--- src/hw/rtl/hsw_pkg.sv ---
// ---------------------------------------------------------------------------
// hsw_pkg: shared types and constants of the heat stencil sweep unit
// Register map, fixed field widths, arithmetic constants and the control
// flags that travel with each request from the front to the back.
// ---------------------------------------------------------------------------
package hsw_pkg;

  localparam int GRID_W    = 11;
  localparam int BROW_W    = 10;
  localparam int ALPHA_W   = 16;
  localparam int CFG_W     = 16;
  localparam int CFG_IDX_W = 2;

  typedef enum logic [CFG_IDX_W-1:0] {
    CFG_SIDE_LEN    = 2'd0,
    CFG_SPLIT_ROW   = 2'd1,
    CFG_ALPHA_UPPER = 2'd2,
    CFG_ALPHA_LOWER = 2'd3
  } cfg_reg_t;

  localparam logic [GRID_W-1:0]  SIDE_LEN_RST  = 11'd64;
  localparam logic [BROW_W-1:0]  SPLIT_ROW_RST = 10'd32;
  localparam logic [ALPHA_W-1:0] ALPHA_RST     = 16'd16384;

  localparam int GRID_MIN = 10;

  // Unity weight in Q1.15
  localparam logic [ALPHA_W-1:0] ALPHA_ONE = 16'h8000;

  // Result carries 17 fraction bits before rounding
  localparam int FRAC_SHIFT = 17;
  localparam int ROUND_HALF = 65536;

  // Entries of the queue between front and back
  localparam int QDEPTH = 4;
  localparam int QCNT_W = $clog2(QDEPTH + 1);

  typedef struct packed {
    logic boundary;
    logic last;
  } hsw_flags_t;

endpackage

--- src/hw/rtl/hsw_back.sv ---
// ---------------------------------------------------------------------------
// hsw_back: weighted stencil arithmetic and result register
// Multiplies both stencil terms, adds, rounds and saturates (boundary cells
// keep the centre) and holds the result in an output register until taken.
// ---------------------------------------------------------------------------
module hsw_back import hsw_pkg::*; #(
  parameter int TEMP_WIDTH = 16
) (
  input  logic                                clk,
  input  logic                                rst_n,
  input  logic [2*TEMP_WIDTH+2+ALPHA_W+$bits(hsw_flags_t)-1:0] q_pop_data,
  input  logic                                q_not_empty,
  output logic                                q_pop,
  output logic                                out_valid,
  input  logic                                out_stall,
  output logic signed [TEMP_WIDTH-1:0]        out_new_temperature,
  output logic                                out_sweep_last
);

  localparam int SUM_W = TEMP_WIDTH + 2;
  localparam int P1_W  = TEMP_WIDTH + ALPHA_W + 1;
  localparam int P2_W  = SUM_W + ALPHA_W + 1;
  localparam int VW    = TEMP_WIDTH + 21;
  localparam logic signed [VW-1:0] T_MAX = (VW'(1) <<< (TEMP_WIDTH - 1)) - VW'(1);
  localparam logic signed [VW-1:0] T_MIN = -T_MAX - VW'(1);

  logic signed [TEMP_WIDTH-1:0] q_centre;
  logic signed [SUM_W-1:0]      q_sum;
  logic [ALPHA_W-1:0]           q_alpha, one_minus;
  hsw_flags_t                   q_flags;
  logic signed [P1_W-1:0]       p1;
  logic signed [P2_W-1:0]       p2;

  logic                         m_valid_r;
  logic signed [P1_W-1:0]       m_p1_r;
  logic signed [P2_W-1:0]       m_p2_r;
  logic signed [TEMP_WIDTH-1:0] m_centre_r;
  hsw_flags_t                   m_flags_r;

  logic signed [VW-1:0]         v, q_shr;
  logic signed [TEMP_WIDTH-1:0] res;

  logic                         out_valid_r, out_last_r;
  logic signed [TEMP_WIDTH-1:0] out_temp_r;
  logic                         out_take, m_take;

  assign {q_centre, q_sum, q_alpha, q_flags} = q_pop_data;

  assign one_minus = ALPHA_ONE - q_alpha;
  assign p1 = q_centre * $signed({1'b0, one_minus});
  assign p2 = q_sum * $signed({1'b0, q_alpha});

  // advance the output register whenever it is empty or being taken
  assign out_take = !out_valid_r || !out_stall;
  assign m_take   = !m_valid_r || out_take;
  assign q_pop    = q_not_empty && m_take;

  always_comb begin
    v     = (VW'(m_p1_r) <<< 2) + VW'(m_p2_r) + VW'(ROUND_HALF);
    q_shr = v >>> FRAC_SHIFT;
    if (m_flags_r.boundary) begin
      res = m_centre_r;
    end else if (q_shr > T_MAX) begin
      res = T_MAX[TEMP_WIDTH-1:0];
    end else if (q_shr < T_MIN) begin
      res = T_MIN[TEMP_WIDTH-1:0];
    end else begin
      res = q_shr[TEMP_WIDTH-1:0];
    end
  end

  always_ff @(posedge clk) begin
    if (!rst_n) begin
      m_valid_r   <= 1'b0;
      out_valid_r <= 1'b0;
    end else begin
      if (m_take) begin
        m_valid_r <= q_pop;
      end
      if (out_take) begin
        out_valid_r <= m_valid_r;
      end
    end
  end

  always_ff @(posedge clk) begin
    if (q_pop) begin
      m_p1_r     <= p1;
      m_p2_r     <= p2;
      m_centre_r <= q_centre;
      m_flags_r  <= q_flags;
    end
    if (out_take && m_valid_r) begin
      out_temp_r <= res;
      out_last_r <= m_flags_r.last;
    end
  end

  assign out_valid           = out_valid_r;
  assign out_new_temperature = out_temp_r;
  assign out_sweep_last      = out_last_r;

endmodule

--- config.mk ---
export PLATFORM = sky130hd
export DESIGN_NAME = hsw_back
export DESIGN_NICKNAME = d
export VERILOG_FILES = /design/src/hw/rtl/hsw_pkg.sv /design/src/hw/rtl/hsw_back.sv
export SDC_FILE = /design/constraint.sdc
export NUM_CORES = 2
export LEC_CHECK = 0
export BUFFER_PORTS_ARGS = -buffer_cell sky130_fd_sc_hd__clkbuf_2
export CAP_MARGIN = 10
export CORE_UTILIZATION = 45
export CTS_CLUSTER_SIZE = 24
export DETAILED_ROUTE_END_ITERATION = 16
export PLACE_DENSITY_LB_ADDON = 0.1
export SYNTH_ARGS = -nofsm -noshare
export SYNTH_HDL_FRONTEND = slang
export SYNTH_SLANG_ARGS = --single-unit
--- constraint.sdc ---
create_clock -name clk -period 10.96 [get_ports clk]
set_input_delay 2.192 -clock clk [delete_from_list [all_inputs] [get_ports clk]]
set_output_delay 2.192 -clock clk [all_outputs]
set_load 0.01 [all_outputs]
# After elaboration in Yosys (flattened, before gate mapping)
# Cells that the tools add are included.
[op_classes] add_sub_neg=3 multipliers=2 n_lt_le_gt_ge=2 mux=3 reduce_logical=7
[op_table] cell="two-way mux 16 bit" count=3
[op_table] cell="adder 36 x 18 -> 37 bit (second input constant)" count=1
[op_table] cell="adder 35 x 35 -> 36 bit" count=1
[op_table] cell="multiplier 18 x 17 -> 35 bit" count=1
[op_table] cell="multiplier 16 x 17 -> 33 bit" count=1
[op_table] cell="greater-than comparator 20 x 16 -> 1 bit (second input constant)" count=1
[op_table] cell="less-than comparator 20 x 16 -> 1 bit (second input constant)" count=1
[op_table] cell="subtractor 16 bit (first input constant)" count=1
[op_table] cell="zero test 1 bit" count=3
[op_table] cell="logical AND 1 bit" count=2
[op_table] cell="logical OR 1 bit" count=2
[totals] regBits=105 in_bits=56 out_inout_bits=19 wordCells=26

# Longest topological paths before layout
[logic_depth] depth_word=6 mapped_depth=31 depth_no_buf=30

# Least setup slack after synthesis
# No wires, ideal clock.
[synth_path] kind="input to register" startpoint="input port q_pop_data[3]" endpoint="register m_p1_r[31] (data pin)" setup_ns=0.258 t_arrival_ns=9.308 t_required_ns=10.702 path_slack_ns=1.395 path_stages=30 n_path_buf=3 cell_sequence="clkbuf_1 -> buf_1 -> inv_1 -> ha_1 -> nand2_1 -> or4_1 -> nor4_1 -> xnor2_1 -> clkbuf_1 -> nand2_1 -> fa_1 -> fa_1 -> inv_1 -> fa_1 -> fa_1 -> fa_1 -> inv_1 -> fa_1 -> inv_1 -> ha_1 -> a21o_1 -> a21oi_1 -> o21ai_0 -> a21oi_1 -> o31ai_2 -> nor3b_2 -> or4_4 -> a31o_1 -> a21oi_2 -> xnor2_1"
[synth_between] elab_chain_cells=2
[synth_rtl] item="from (decl)" line_no="hsw_back.sv:11" text="input logic [2*TEMP_WIDTH+2+ALPHA_W+$bits(hsw_flags_t)-1:0] q_pop_data,"
[synth_rtl] item="subtractor 16 bit" line_no="hsw_back.sv:49" text="assign one_minus = ALPHA_ONE - q_alpha;"
[synth_rtl] item="multiplier 16 x 17 -> 33 bit" line_no="hsw_back.sv:50" text="assign p1 = q_centre * $signed({1'b0, one_minus});"
[synth_rtl] item="net p1[31]" line_no="hsw_back.sv:31" text="logic signed [P1_W-1:0] p1;"
[synth_rtl] item="to (signal assigned)" line_no="hsw_back.sv:88" text="m_p1_r <= p1;"
[synth_rtl] item="to (decl)" line_no="hsw_back.sv:35" text="logic signed [P1_W-1:0] m_p1_r;"
# The timed path passes the listed nets, and every way through them passes these cells.
# A chain may end at the register's enable or synchronous reset.

# Worst setup path in the final report
[layout_path] startpoint="input port q_pop_data[6]" endpoint="register m_p1_r[31] (data pin)"
# The elaborated chain is that of the path after synthesis.

==> results by group <==
Outcome
  • Run status: complete, no violations

GRT
  • Grt ovf: 0
  • Largest net degree at the start of global routing: 79
  • Gr usage total: 22.03%
  • First-pass GRT wire length: 97920 um
  • Number of global-route vias before repair: 18660
  • Initial antenna violation count: 0

Logic synthesis
  • Share of flip-flops with an asynchronous set or reset: 0%
  • Seq/Total Area, Yosys: roughly 12%
  • Compound-Gate Fraction of Synth Area: about 6.4%
  • Mux cell area share after synthesis: less than 1%
  • Area of the mapped netlist: 25040 um^2
  • Yosys reg bits: 103
  • XOR/XNOR Fraction of Synth Area: 3.288%
  • Synthesized instance count: 2650
  • Post-synth EDFFs: 101
  • Main combinational cell family by area after synthesis: adder cells
  • Syn avg cell area: 9.449 um^2
  • Syn nets: 3468
  • Simple-gate share of the synthesized area: 14.29%
  • Synth Flop Type: edfxtp_1
  • Post-Synth Adder-Cell Area: 52.68%
  • Synth unique cells: 69
  • Synth warn: 0

Timing
  • Crit path time final: 10.19 ns
  • Worst-Margin Slew: 1.020 ns
  • Max Clk Rate: just under 100 MHz
  • Period utilisation layout: 92.93%
  • Hold Vio Cnt, Final: 0
  • Final WS setup: slightly below 0.8 ns
  • RSZ-0062 raised after global routing: no
  • Setup Viol. Count Final: 0
  • Fin. max-slew vios: 0
  • Setup TNS: 0 ns
  • Slew HR: 32.01%
  • Setup Skew: 0.009953 ns

Hold path
  • Hold Crit Class: flip-flop to flip-flop

Route
  • Pre-antenna DRT Iters: 5
  • Drt drc: 0
  • DRT antenna net count: 0
  • DR iter-0 viols: 815
  • Drt wl/cell: 16.98 um
  • Via density: between 5 and 6
  • Total wire length: 58170 um
  • Vias: 17390

Critical path
  • End of the critical path: m_p1_r[31]
  • Worst Setup End Kind: flip-flop
  • Crit-path max FO: 7
  • Worst R2R Setup Slack: 6.54 ns
  • Slowest stage cell, crit path: xor2_1
  • Startpoint types: primary input
  • Critical path's most frequent cell: fa_1
  • WP data required: 11.08 ns
  • Crit path DAT: 10.30 ns
  • Reg2reg path depth: 12
  • Largest stage delay, worst path: 0.58 ns
  • FF-to-FF Start: m_p1_r[3]
  • Critical R2R Capture: out_new_temperature[2]
  • Critical path class: primary input to flip-flop
  • Worst setup path startpoint: q_pop_data[6]

Clock tree
  • Clock tree buffer depth: 2
  • Post-cts resize count: 0
  • Clock transition at the registers of the reported paths: ~0.080 ns
  • Clock sink total: 103
  • CTS tree: built
  • H-tree levels: 3
  • Skew-Pair Late Insertion Delay: 0.36 ns
  • Post-CTS Hold Buffers: 0
  • Post-CTS Repair Setup Buffers: 0
  • CTS buffer count: 9
  • CTS root buf: clkbuf_16

Floorplan
  • Placeable Area: 54990 um^2
  • Die Span X: between 200 and 250 um
  • Chip height: 237.9 um
  • Starting Density: between 40% and 50%
  • Rows: 86
  • Boundary Pins: 75
  • Die ar.: 56590 um^2

Placed design
  • GPL Wtd Cong: about 0.86
  • Port Buffer Count: 74
  • Dpl cells: 3410
  • DP HPWL: 48460 um
  • Worst slack, placed: 0.3761 ns

Run
  • Max-cap viol count: 0

Cells and area
  • Fillers: 5319
  • Final nets: 3491
  • Layout area overhead: 5.751%
  • Non-Filler Instances: 3426
  • Layout cells sized above 1: 5.527%
  • Ant. Diodes: 0
==> per-layer routing <==
layer / routed length (um) / track usage, %
met1: 26790 / 31.13
met2: 27870 / 36.59
met3: 2454 / 2.661
met4: 1050 / 4.262
met5: 0 / 0
==> per-stage QoR <==
| stage | utilization (%) | hold slack, ns | area (um^2) |
|---|---|---|---|
| after floorplan | - | 0.4003 | 25040 |
| after global placement | 47.66 | 0.4062 | 26210 |
| after detailed placement | 47.66 | 0.4193 | 26210 |
| after CTS | 48.16 | 0.4288 | 26480 |
| after global routing | 48.16 | 0.4440 | 26480 |
| final | 48.16 | 0.4263 | 26480 |
==> flip-flops by register name, summed over array words and instances, names as in the netlist <==
signal               cells
out_valid                1
m_flags_r                2
out_new_temperature     16
m_centre_r              16
m_p1_r                  33
m_valid_r                1
out_sweep_last           1
m_p2_r                  33
==> how the worst min path moves through the flow <==
stage,start,cells past startpoint,slack [ns],to
after floorplan,m_flags_r[0],0,0.40,out_sweep_last
after global placement,m_flags_r[0],0,0.41,out_sweep_last
after detailed placement,m_flags_r[0],0,0.42,out_sweep_last
after CTS,m_flags_r[0],0,0.43,out_sweep_last
after global routing,m_flags_r[0],0,0.44,out_sweep_last
final,m_flags_r[0],0,0.43,out_sweep_last
==> placed cells by master (no fill, tap or decap), types with 4 or more instances in the layout <==
cell type / n
inv_1: 642
fa_1: 487
nand2_1: 349
ha_1: 275
and2_1: 232
edfxtp_1: 101
clkbuf_2: 74
xnor2_1: 64
a21oi_1: 61
nor2_1: 58
a21o_1: 47
xor2_1: 30
buf_4: 29
o21ai_0: 20
nor3_1: 17
nand3_1: 13
nor2b_1: 12
o21a_1: 12
a31oi_1: 12
o221ai_2: 10
nand2b_1: 9
nand4_1: 9
clkbuf_16: 9
and3_1: 7
o221ai_1: 7
o21ai_1: 6
nor4_1: 6
or2_2: 4
o21bai_1: 4
nand3b_1: 4
==> cells in the mapped netlist, drive strengths merged (7+ instances only) <==
cell type / instances / area [um^2]
o221ai: 17 / 211.5
nor3: 17 / 85.08
a21oi: 64 / 331.6
clkbuf: 81 / 304.0
nor2: 58 / 217.7
nand3: 13 / 65.06
inv: 642 / 2410
nand2: 349 / 1310
a21o: 47 / 352.8
ha: 275 / 3441
o21ai: 26 / 130.1
a31oi: 13 / 87.58
and2: 234 / 1465
nor2b: 13 / 88.83
o21a: 12 / 90.09
edfxtp: 101 / 3033
nand2b: 9 / 56.30
nand4: 9 / 56.30
xor2: 30 / 262.8
buf: 10 / 58.81
fa: 487 / 9749
xnor2: 64 / 560.5
and3: 7 / 43.79
==> worst max-delay path, delay by kind of cell <==
| family | cells | cell delay [ns] |
|---|---|---|
| buffers and inverters | 4 | 0.24 |
| XOR/XNOR | 2 | 0.65 |
| AO/OA/AOI/OAI | 7 | 1.10 |
| AND/OR/NAND/NOR | 9 | 2.68 |
| adder cells (fa/ha/maj) | 7 | 3.41 |
==> logic make-up (layout without fill, tap and decap cells) <==
kind of cell,count (synthesis),after routing
flip-flops,103,103
AND/OR/NAND/NOR,735,735
adder cells (fa/ha/maj),762,762
XOR/XNOR,94,94
buffers and inverters,733,761
multiplexers,1,1
AO/OA/AOI/OAI,222,222
==> final cells by class <==
type / instances / area (um^2) / share of cell area (%)
Clock buffer: 10 / 229.0 / 0.8647
Clock inverter: 6 / 43.79 / 0.1654
Inverter: 642 / 2410 / 9.100
Multi-Input combinational cell: 1814 / 19200 / 72.51
Sequential cell: 103 / 3073 / 11.60
Tap cell: 748 / 935.9 / 3.534
Timing Repair Buffer: 103 / 588.1 / 2.221
Power is not shown: default switching activity piles up to over one toggle a cycle in this logic, so the estimate is an artifact.
