**src/hw/rtl/hsw_pkg.sv**
```systemverilog
// ---------------------------------------------------------------------------
// hsw_pkg: shared types and constants of the heat stencil sweep unit
// Register map, fixed field widths, arithmetic constants and the control
// flags that travel with each request from the front to the back.
// ---------------------------------------------------------------------------
package hsw_pkg;

  localparam int GRID_W    = 11;
  localparam int BROW_W    = 10;
  localparam int ALPHA_W   = 16;
  localparam int CFG_W     = 16;
  localparam int CFG_IDX_W = 2;

  typedef enum logic [CFG_IDX_W-1:0] {
    CFG_SIDE_LEN    = 2'd0,
    CFG_SPLIT_ROW   = 2'd1,
    CFG_ALPHA_UPPER = 2'd2,
    CFG_ALPHA_LOWER = 2'd3
  } cfg_reg_t;

  localparam logic [GRID_W-1:0]  SIDE_LEN_RST  = 11'd64;
  localparam logic [BROW_W-1:0]  SPLIT_ROW_RST = 10'd32;
  localparam logic [ALPHA_W-1:0] ALPHA_RST     = 16'd16384;

  localparam int GRID_MIN = 10;

  // Unity weight in Q1.15
  localparam logic [ALPHA_W-1:0] ALPHA_ONE = 16'h8000;

  // Result carries 17 fraction bits before rounding
  localparam int FRAC_SHIFT = 17;
  localparam int ROUND_HALF = 65536;

  // Entries of the queue between front and back
  localparam int QDEPTH = 4;
  localparam int QCNT_W = $clog2(QDEPTH + 1);

  typedef struct packed {
    logic boundary;
    logic last;
  } hsw_flags_t;

endpackage

```
**src/hw/rtl/hsw_queue.sv**
```systemverilog
// ---------------------------------------------------------------------------
// hsw_queue: short request queue between front and back
// Register-based FIFO with an occupancy count for the front's credit check.
// ---------------------------------------------------------------------------
module hsw_queue import hsw_pkg::*; #(
  parameter int WIDTH = 64
) (
  input  logic              clk,
  input  logic              rst_n,
  input  logic              push,
  input  logic [WIDTH-1:0]  push_data,
  input  logic              pop,
  output logic [WIDTH-1:0]  pop_data,
  output logic              not_empty,
  output logic [QCNT_W-1:0] count
);

  localparam int PW = $clog2(QDEPTH);

  logic [WIDTH-1:0]  mem_r [QDEPTH];
  logic [PW-1:0]     wr_ptr_r, wr_ptr_nxt, rd_ptr_r, rd_ptr_nxt;
  logic [QCNT_W-1:0] count_r, count_nxt;

  always_comb begin
    wr_ptr_nxt = wr_ptr_r;
    rd_ptr_nxt = rd_ptr_r;
    count_nxt  = count_r;
    if (push) begin
      wr_ptr_nxt = (wr_ptr_r == PW'(QDEPTH - 1)) ? '0 : wr_ptr_r + 1'b1;
    end
    if (pop) begin
      rd_ptr_nxt = (rd_ptr_r == PW'(QDEPTH - 1)) ? '0 : rd_ptr_r + 1'b1;
    end
    if (push && !pop) begin
      count_nxt = count_r + 1'b1;
    end else if (pop && !push) begin
      count_nxt = count_r - 1'b1;
    end
  end

  always_ff @(posedge clk) begin
    if (!rst_n) begin
      wr_ptr_r <= '0;
      rd_ptr_r <= '0;
      count_r  <= '0;
    end else begin
      wr_ptr_r <= wr_ptr_nxt;
      rd_ptr_r <= rd_ptr_nxt;
      count_r  <= count_nxt;
    end
  end

  always_ff @(posedge clk) begin
    if (push) begin
      mem_r[wr_ptr_r] <= push_data;
    end
  end

  assign pop_data  = mem_r[rd_ptr_r];
  assign not_empty = (count_r != '0);
  assign count     = count_r;

endmodule

```
**config.mk**
```make
export PLATFORM = sky130hd
export DESIGN_NAME = hsw_queue
export DESIGN_NICKNAME = d
export VERILOG_FILES = /design/src/hw/rtl/hsw_pkg.sv /design/src/hw/rtl/hsw_queue.sv
export SDC_FILE = /design/constraint.sdc
export NUM_CORES = 1
export LEC_CHECK = 0
export ABC_CLOCK_PERIOD_IN_PS = 3400
export BUFFER_PORTS_ARGS = -buffer_cell sky130_fd_sc_hd__buf_2
export CORE_UTILIZATION = 40
export CTS_BUF_LIST = sky130_fd_sc_hd__clkbuf_8
export DETAILED_ROUTE_END_ITERATION = 10
export PLACE_DENSITY = 0.56
export SETUP_SLACK_MARGIN = 0.05
export SYNTH_ARGS = -nofsm -noshare
export SYNTH_HDL_FRONTEND = slang
export SYNTH_SLANG_ARGS = --single-unit
```
**constraint.sdc**
```tcl
create_clock -name clk -period 3.4 [get_ports clk]
set_input_delay 0.85 -clock clk [delete_from_list [all_inputs] [get_ports clk]]
set_output_delay 0.85 -clock clk [all_outputs]
set_load 0.01 [all_outputs]
```
* After elaboration in Yosys (flattened, before gate mapping)
Memory sizes are Yosys's and may differ from the RTL's. A register that Yosys moved wholly into a read port is not among the register bits. Cells that the tools add are included.
Word-level totals: memory bits (writable) 256, register bits 7, bits in read-only memories 0, memories 1, input port bits 68, output and inout port bits 68, latch bits 0
Cells by class: multiply operators 0, equal/unequal tests 2, reduce and logical (&&, ||, !) cells 6, div/mod/pow operators 0, shifts and indexed selects 0, magnitude comparators 0, $add $sub $neg 4, multiplexer cells 8, bitwise logic cells 0
Memory list:
- mem_r | words 4, width 64, rd ports 1, clocked after Yosys merged registers in 1, write ports 1, RTL line hsw_queue.sv:20 | logic [WIDTH-1:0] mem_r [QDEPTH];
Operator list (count):
- $mux W2 | 4
- $mux W3 | 2
- $add A2 B1 Y2 const B | 2
- $eq A2 B2 Y1 const B | 2
- $add A3 B1 Y3 const B | 1
- $reduce_bool A3 Y1 | 1
- $sub A3 B1 Y3 const B | 1
- $logic_and A1 B1 Y1 | 2
- $logic_not A1 Y1 | 2
- $mux W1 | 2
- $reduce_bool A2 Y1 | 1

* Logic depth before layout (Yosys ltp)
Gate-level depths: netlist (run 1).
depth in word-level cells 4, gate-level depth with buffers 7

* Worst setup path before layout (run 1)
No wires, ideal clock.
kind input-to-reg, start point input push, end point memory mem_r[0][0] (enable), required time 2.971 ns, library setup time 0.429 ns, cell stages on the path 1, arrival time 2.357 ns, slack 0.615 ns, path buffers 0, cells stage by stage and2_1
On the way: longest elaborated chain between the ends 2
Ends and longest elaborated chain:
- from (decl) | RTL line hsw_queue.sv:10 | input logic push,
- $mux W1 | RTL line hsw_queue.sv:54 | if (push) begin
- $mux W1 (implied by the code) | RTL line hsw_queue.sv:55 | mem_r[wr_ptr_r] <= push_data;
- to (decl) | RTL line hsw_queue.sv:20
No other way between the ends.

==> results of run 1 <==
==> sequential cells by signal, indices dropped and copies added (netlist names), named ones only <==
name and cells:
wr_ptr_r 2, mem_r 256, rd_ptr_r 2, count 3
==> routing by layer <==
metal / vias up / share of wire (%) / global-route usage (%)
met3: 35 / 7.2 / 4.98
met5: - / 0.13 / 0
met4: 4 / 1.8 / 5.27
li1: 1985 / - / -
met2: 143 / 48 / 24.6
met1: 2293 / 43 / 18.8
==> worst paths after layout <==
check	start	endpoint	slack, ps	cells after the start
worst max-delay path	flop	pop_data[60]	440	3
worst min-delay path	count[2]$_SDFFE_PN0P_	count[2]$_SDFFE_PN0P_	510	2
worst max register to register	wr_ptr_r[0]$_SDFFE_PN0P_	mem_r[3][43]$_DFFE_PP_	1530	3
worst min register to register	count[2]$_SDFFE_PN0P_	count[2]$_SDFFE_PN0P_	510	2
==> power by group through the flow <==
stage / Clock (uW) / Combinational [uW] / Sequential (uW)
after floorplan: 0 / 375 / 3840
after global placement: 0 / 611 / 3850
after CTS: 2820 / 626 / 3790
final: 2720 / 607 / 3790
after global routing: 2950 / 667 / 3800
after detailed placement: 0 / 623 / 3860
==> synthesized netlist by cell type, drive strengths merged <==
master  instances
o21ai           1
buf            13
mux2i           4
mux4           64
nor2b           5
xnor2           1
fa              1
clkbuf          1
ha              6
xor2            1
edfxtp        256
inv             4
nor3            1
or3             2
nor2            1
o21a            1
a21boi          1
dfxtp           9
and2            5
==> kinds of logic (layout without fill, tap and decap cells) <==
logic type / Yosys count / in the layout / synth area share (%)
mux: 68 / 68 / 15.3
buf+inv: 18 / 233 / 1.86
xor+xnor: 2 / 2 / 0.179
other cells: 0 / 1 / 0
simple gates: 14 / 14 / 0.859
compound gates: 3 / 3 / 0.205
flops: 265 / 265 / 80.6
fa+ha+maj: 7 / 7 / 0.974
==> per-stage QoR <==
| stage | cell area [sq um] | utilization, % | hold slack, ps | worst slack, ps | total power, uW |
|---|---|---|---|---|---|
| final | 11700 | 49.4 | 515 | 440 | 7110 |
| after global routing | 11700 | 49.3 | 498 | 328 | 7420 |
| after CTS | 11700 | 49.3 | 484 | 379 | 7240 |
| after detailed placement | 10800 | 45.6 | 513 | 958 | 4480 |
| after global placement | 10800 | 45.6 | 492 | 992 | 4460 |
| after floorplan | 9760 | - | 512 | 615 | 4220 |
==> cell type report <==
class / count / area, sq um
fill: 2012 / 12000
sequential: 265 / 7880
multi-input combinational: 94 / 1720
timing repair buffer: 147 / 791
clock buffer: 48 / 661
tap: 319 / 399
clock inverter: 34 / 221
inverter: 4 / 15.0
antenna: 1 / 2.50
==> worst register-to-register path, delay by kind of cell, from the launching register on <==
kind | cells | cell delay, ps
simple gates | 1 | 560
flops | 1 | 410
buf+inv | 1 | 370
fa+ha+maj | 1 | 210
==> summary.md, run 1 <==
| Metric | Value |
|---|---|
| Clk buf depth | `3` |
| Kind of critical path | `flop to output port` |
| Final hold vios | `0` |
| Share of cells above drive strength 1 | `45.6%` |
| Crit start category | `flop` |
| Slew headroom | `57.9%` |
| Maximum fanout along the worst path | `44` |
| Register bit total from synthesis | `265` |
| First-pass GRT wire length | `27.4 mm` |
| Clock H-tree levels | `2` |
| Worst-Margin Slew | `631 ps` |
| Final Skew | `26.6 ps` |
| Sinks on Clock Net | `265` |
| Slowest stage delay, CP | `630 ps` |
| Final wirelength | `18.2 mm` |
| Mapped Area | `9760 sq um` |
| Vias in the first global route | `4,950` |
| Routed Antenna Nets | `0` |
| Commonest cells after routing, fill and taps aside | `edfxtp_1 (256), buf_2 (135), mux4_2 (60)` |
| Max IR drop VDD | `0.000395 V` |
| Die area | `25,000 sq um` |
| Yosys Warn Count | `0` |
| Final setup violation count | `0` |
| CP required | `2550 ps` |
| Placer Congestion | `0.668` |
| Initial antenna violation count | `3` |
| # resized after CTS | `0` |
| Outcome | `completed` |
| Synth-to-Final Area Change | `19.7%` |
| Clk pwr share | `38.2%` |
| Drt pass-1 iters | `4` |
| Clock period minus worst slack | `2960 ps` |
| Critical path capture point type | `output port` |
| Max Slew Vio Count | `0` |
| Initial core utilization | `41.2%` |
| Yosys top cell by area | `edfxtp_1` |
| NetSw | `1560 uW` |
| Post-CTS setup buffers | `0` |
| CTS root buf | `clkbuf_8` |
| Crit share post-route | `87.1%` |
| Placed Cells | `829` |
| DRC Markers | `0` |
| CTS tree | `built` |
| Pwr per Cell Area | `609 nW/um^2` |
| Hold Path Class | `flop to flop` |
| Max-cap violations | `0` |
| RSZ-0062 raised after global routing | `no` |
| Crit-path cells | `buf_12, mux4_1, buf_2` |
| Mean post-synth cell area | `25.9 sq um` |
| CP max stage cell | `mux4_1` |
| Placeable Area | `23,700 sq um` |
| Rows | `56` |
| Yosys top cell area share | `78.7%` |
| Hold Buf Count CTS | `0` |
| CP Buf/Inv Count | `2` |
| CP top delay family | `multiplexers` |
| Clk slew on worst S/H paths | `60 ps` |
| 1st-iter DRT viols | `193` |
| Post-Synthesis Cells | `377` |
| Final nets | `632` |
| Int Power | `5560 uW` |
| Syn nets | `452` |
| Share of power burned in registers | `53.3%` |
| Setup TNS | `0 ps` |
| Input/output buffers | `135` |
| Wirelength per Cell | `20.0 um` |
| Count of unique library cells instantiated by Yosys | `22` |
| Sequential area share after synthesis | `80.6%` |
| Arr. time, crit path | `2110 ps` |
| Clk_lat worst skew | `540 ps` |
| Final cell count without fillers | `912` |
| Io pins | `136` |
| Die width | `158 um` |
| P_leak | `0.00405 uW` |
| Vias per cell | `4.89` |
| DP HPWL | `10.8 mm` |
| Total global routing overflow | `0` |
| Commonest non-fill, non-tap cell in the layout | `edfxtp_1` |
| Gr usage total | `15.1%` |
| Fmax | `0.338 GHz` |
| Sw Share | `21.9%` |
| CTS Buf Count | `45` |
| DR vias | `4,460` |
| Gate power share | `8.5%` |
| Synth top area cells | `edfxtp_1 (79%), mux4_2 (14%), dfxtp_1 (1.8%)` |
| Die H | `158 um` |
| Largest net degree at the start of global routing | `45` |
Power figures use the tool's default switching activity.
==> run 2, diff against run 1 <==
--- a/config.mk
+++ b/config.mk
@@ -7,10 +7,11 @@
 export LEC_CHECK = 0
 export ABC_CLOCK_PERIOD_IN_PS = 3400
 export BUFFER_PORTS_ARGS = -buffer_cell sky130_fd_sc_hd__buf_2
+export CORE_ASPECT_RATIO = 2
 export CORE_UTILIZATION = 40
 export CTS_BUF_LIST = sky130_fd_sc_hd__clkbuf_8
 export DETAILED_ROUTE_END_ITERATION = 10
-export PLACE_DENSITY = 0.56
+export PLACE_DENSITY_LB_ADDON = 0.1
 export SETUP_SLACK_MARGIN = 0.05
 export SYNTH_ARGS = -nofsm -noshare
 export SYNTH_HDL_FRONTEND = slang
==> run 2 against run 1 <==
  * Final cell count shrank 5.0%
  * Hold slack better by 12 ps
  * Global-route usage is 0.61 points higher
  * Sequential share of layout area increased by 0.94 points
  * Critical path type unchanged
  * First-iteration DRC count rose by 16%
  * Power is 4.3% lower
  * Final area fell by 1.4%
  * Non-clock buffer count up 1
  * Critical endpoint is now pop_data[48]
==> summary.md, run 2 (synthesized netlist as in run 1, its figures left out) <==
| Metric | Value |
|---|---|
| DRC Markers | `0` |
| Synth-to-Final Area Change | `18.1%` |
| Share of cells above drive strength 1 | `45.3%` |
| CTS tree | `built` |
| Vias in the first global route | `5,046` |
| Setup TNS | `0 ps` |
| Place WS | `797 ps` |
| Max IR drop VDD | `0.000397 V` |
| Final nets | `626` |
| Io pins | `136` |
| Outcome | `completed` |
| Final Util | `48.2%` |
| Worst-Margin Slew | `643 ps` |
| Clock H-tree levels | `2` |
| Max-cap violations | `0` |
| Placeable Area | `23,900 sq um` |
| Commonest non-fill, non-tap cell in the layout | `edfxtp_1` |
| Rows | `80` |
| CP max stage cell | `dfxtp_4` |
| Kind of critical path | `flop to output port` |
| Crit start category | `flop` |
| Die H | `223 um` |
| Final wirelength | `18.7 mm` |
| CTS Buf Count | `38` |
| # resized after CTS | `0` |
| Setup slack, reg-to-reg | `1530 ps` |
| CP required | `2550 ps` |
| Post-CTS setup buffers | `0` |
| Critical path capture point type | `output port` |
| Final hold vios | `0` |
| Final Skew | `9.45 ps` |
| Top reg by flops | `mem_r` |
| Wirelength per Cell | `21.6 um` |
| Initial core utilization | `40.8%` |
| Clock period minus worst slack | `3070 ps` |
| Design area | `11,500 sq um` |
| Fill count | `1,997` |
| DR vias | `4,450` |
| Largest register FFs | `256` |
| Crit share post-route | `90.4%` |
| Hold Buf Count CTS | `0` |
| Arr. time, crit path | `2220 ps` |
| Drt pass-1 iters | `4` |
| Placement Cell Area | `10,800 sq um` |
| Clk slew on worst S/H paths | `60 ps` |
| Fmax | `0.325 GHz` |
| Worst setup path endpoint | `pop_data[48]` |
| P_leak | `0.00396 uW` |
| Die width | `112 um` |
| CTS root buf | `clkbuf_8` |
| DP HPWL | `11.4 mm` |
| 1st-iter DRT viols | `224` |
| RR Endpoint | `mem_r[0][6]$_DFFE_PP_` |
| Worst reg2reg startpoint | `wr_ptr_r[0]$_SDFFE_PN0P_` |
| Clk_lat worst skew | `510 ps` |
| Initial antenna violation count | `3` |
| Maximum fanout along the worst path | `25` |
| Largest net degree at the start of global routing | `39` |
| Die area | `25,100 sq um` |
| Final hold slack | `527 ps` |
| Routed Antenna Nets | `0` |
| Commonest cells after routing, fill and taps aside | `edfxtp_1 (256), buf_2 (135), mux4_2 (60)` |
| Slew headroom | `57.1%` |
| RSZ-0062 raised after global routing | `no` |
| Vias per cell | `5.14` |
| Final setup violation count | `0` |
| Clk buf depth | `3` |
| Total global routing overflow | `0` |
| Worst Reg-to-Reg Cells | `4` |
| Sinks on Clock Net | `265` |
| Worst setup margin | `327 ps` |
| Pwr per Cell Area | `591 nW/um^2` |
| Placer Congestion | `0.667` |
| Max Slew Vio Count | `0` |
| Crit-path cells | `buf_12, mux4_1, buf_2` |
| Input/output buffers | `135` |
| Gr usage total | `15.7%` |
| First-pass GRT wire length | `28.8 mm` |
| Hold Path Class | `flop to flop` |
| Slowest stage delay, CP | `620 ps` |
## run 2: layout make-up
cell class                      count  area (sq um)  share of cell area (%)
Sequential cell                   265          7880                    68.3
Multi-Input combinational cell     94          1720                    14.9
Timing Repair Buffer              148           823                    7.14
Clock buffer                       42           578                    5.01
Tap cell                          287           359                    3.12
Clock inverter                     25           151                    1.31
Inverter                            4          15.0                   0.130
Antenna cell                        1          2.50                  0.0217
## run 2: stage by stage
step           cells  total power [uW]
2_1_floorplan    377              4220
3_3_place_gp     798              4470
3_5_place_dp     798              4500
4_1_cts          865              6930
5_1_grt          865              7080
6_report         866              6810
## run 2: power by group
part | internal (uW) | switching (uW) | total (uW)
Clock | 1280 | 1120 | 2410
Combinational | 287 | 318 | 605
Sequential | 3740 | 56.9 | 3800
Total | 5310 | 1500 | 6810
## run 2: worst max-delay path: cells and delay by family (launching register included)
kind | cells | cell delay, ps
buffers and inverters | 2 | 460
flip-flops | 1 | 620
multiplexers | 1 | 610
## run 2: worst min-delay path by stage
stage / from / to / slack [ps] / depth (start not counted)
2_1_floorplan: rd_ptr_r[1]$_SDFFE_PN0P_ / flop / 510 / 2
3_3_place_gp: count[2]$_SDFFE_PN0P_ / count[2]$_SDFFE_PN0P_ / 490 / 2
3_5_place_dp: count[2]$_SDFFE_PN0P_ / count[2]$_SDFFE_PN0P_ / 520 / 2
4_1_cts: push_data[33] / mem_r[0][33]$_DFFE_PP_ / 500 / 1
5_1_grt: push_data[57] / mem_r[2][57]$_DFFE_PP_ / 510 / 1
6_report: count[2]$_SDFFE_PN0P_ / count[2]$_SDFFE_PN0P_ / 530 / 2
## run 2: layer usage
metal  track usage [%]  wire length, um  up-vias
met1              16.5             6830     2325
met3              3.56              856       29
met2              29.7            10600      123
met5                 0               16        -
li1                  -                -     1969
met4              6.19              417        4
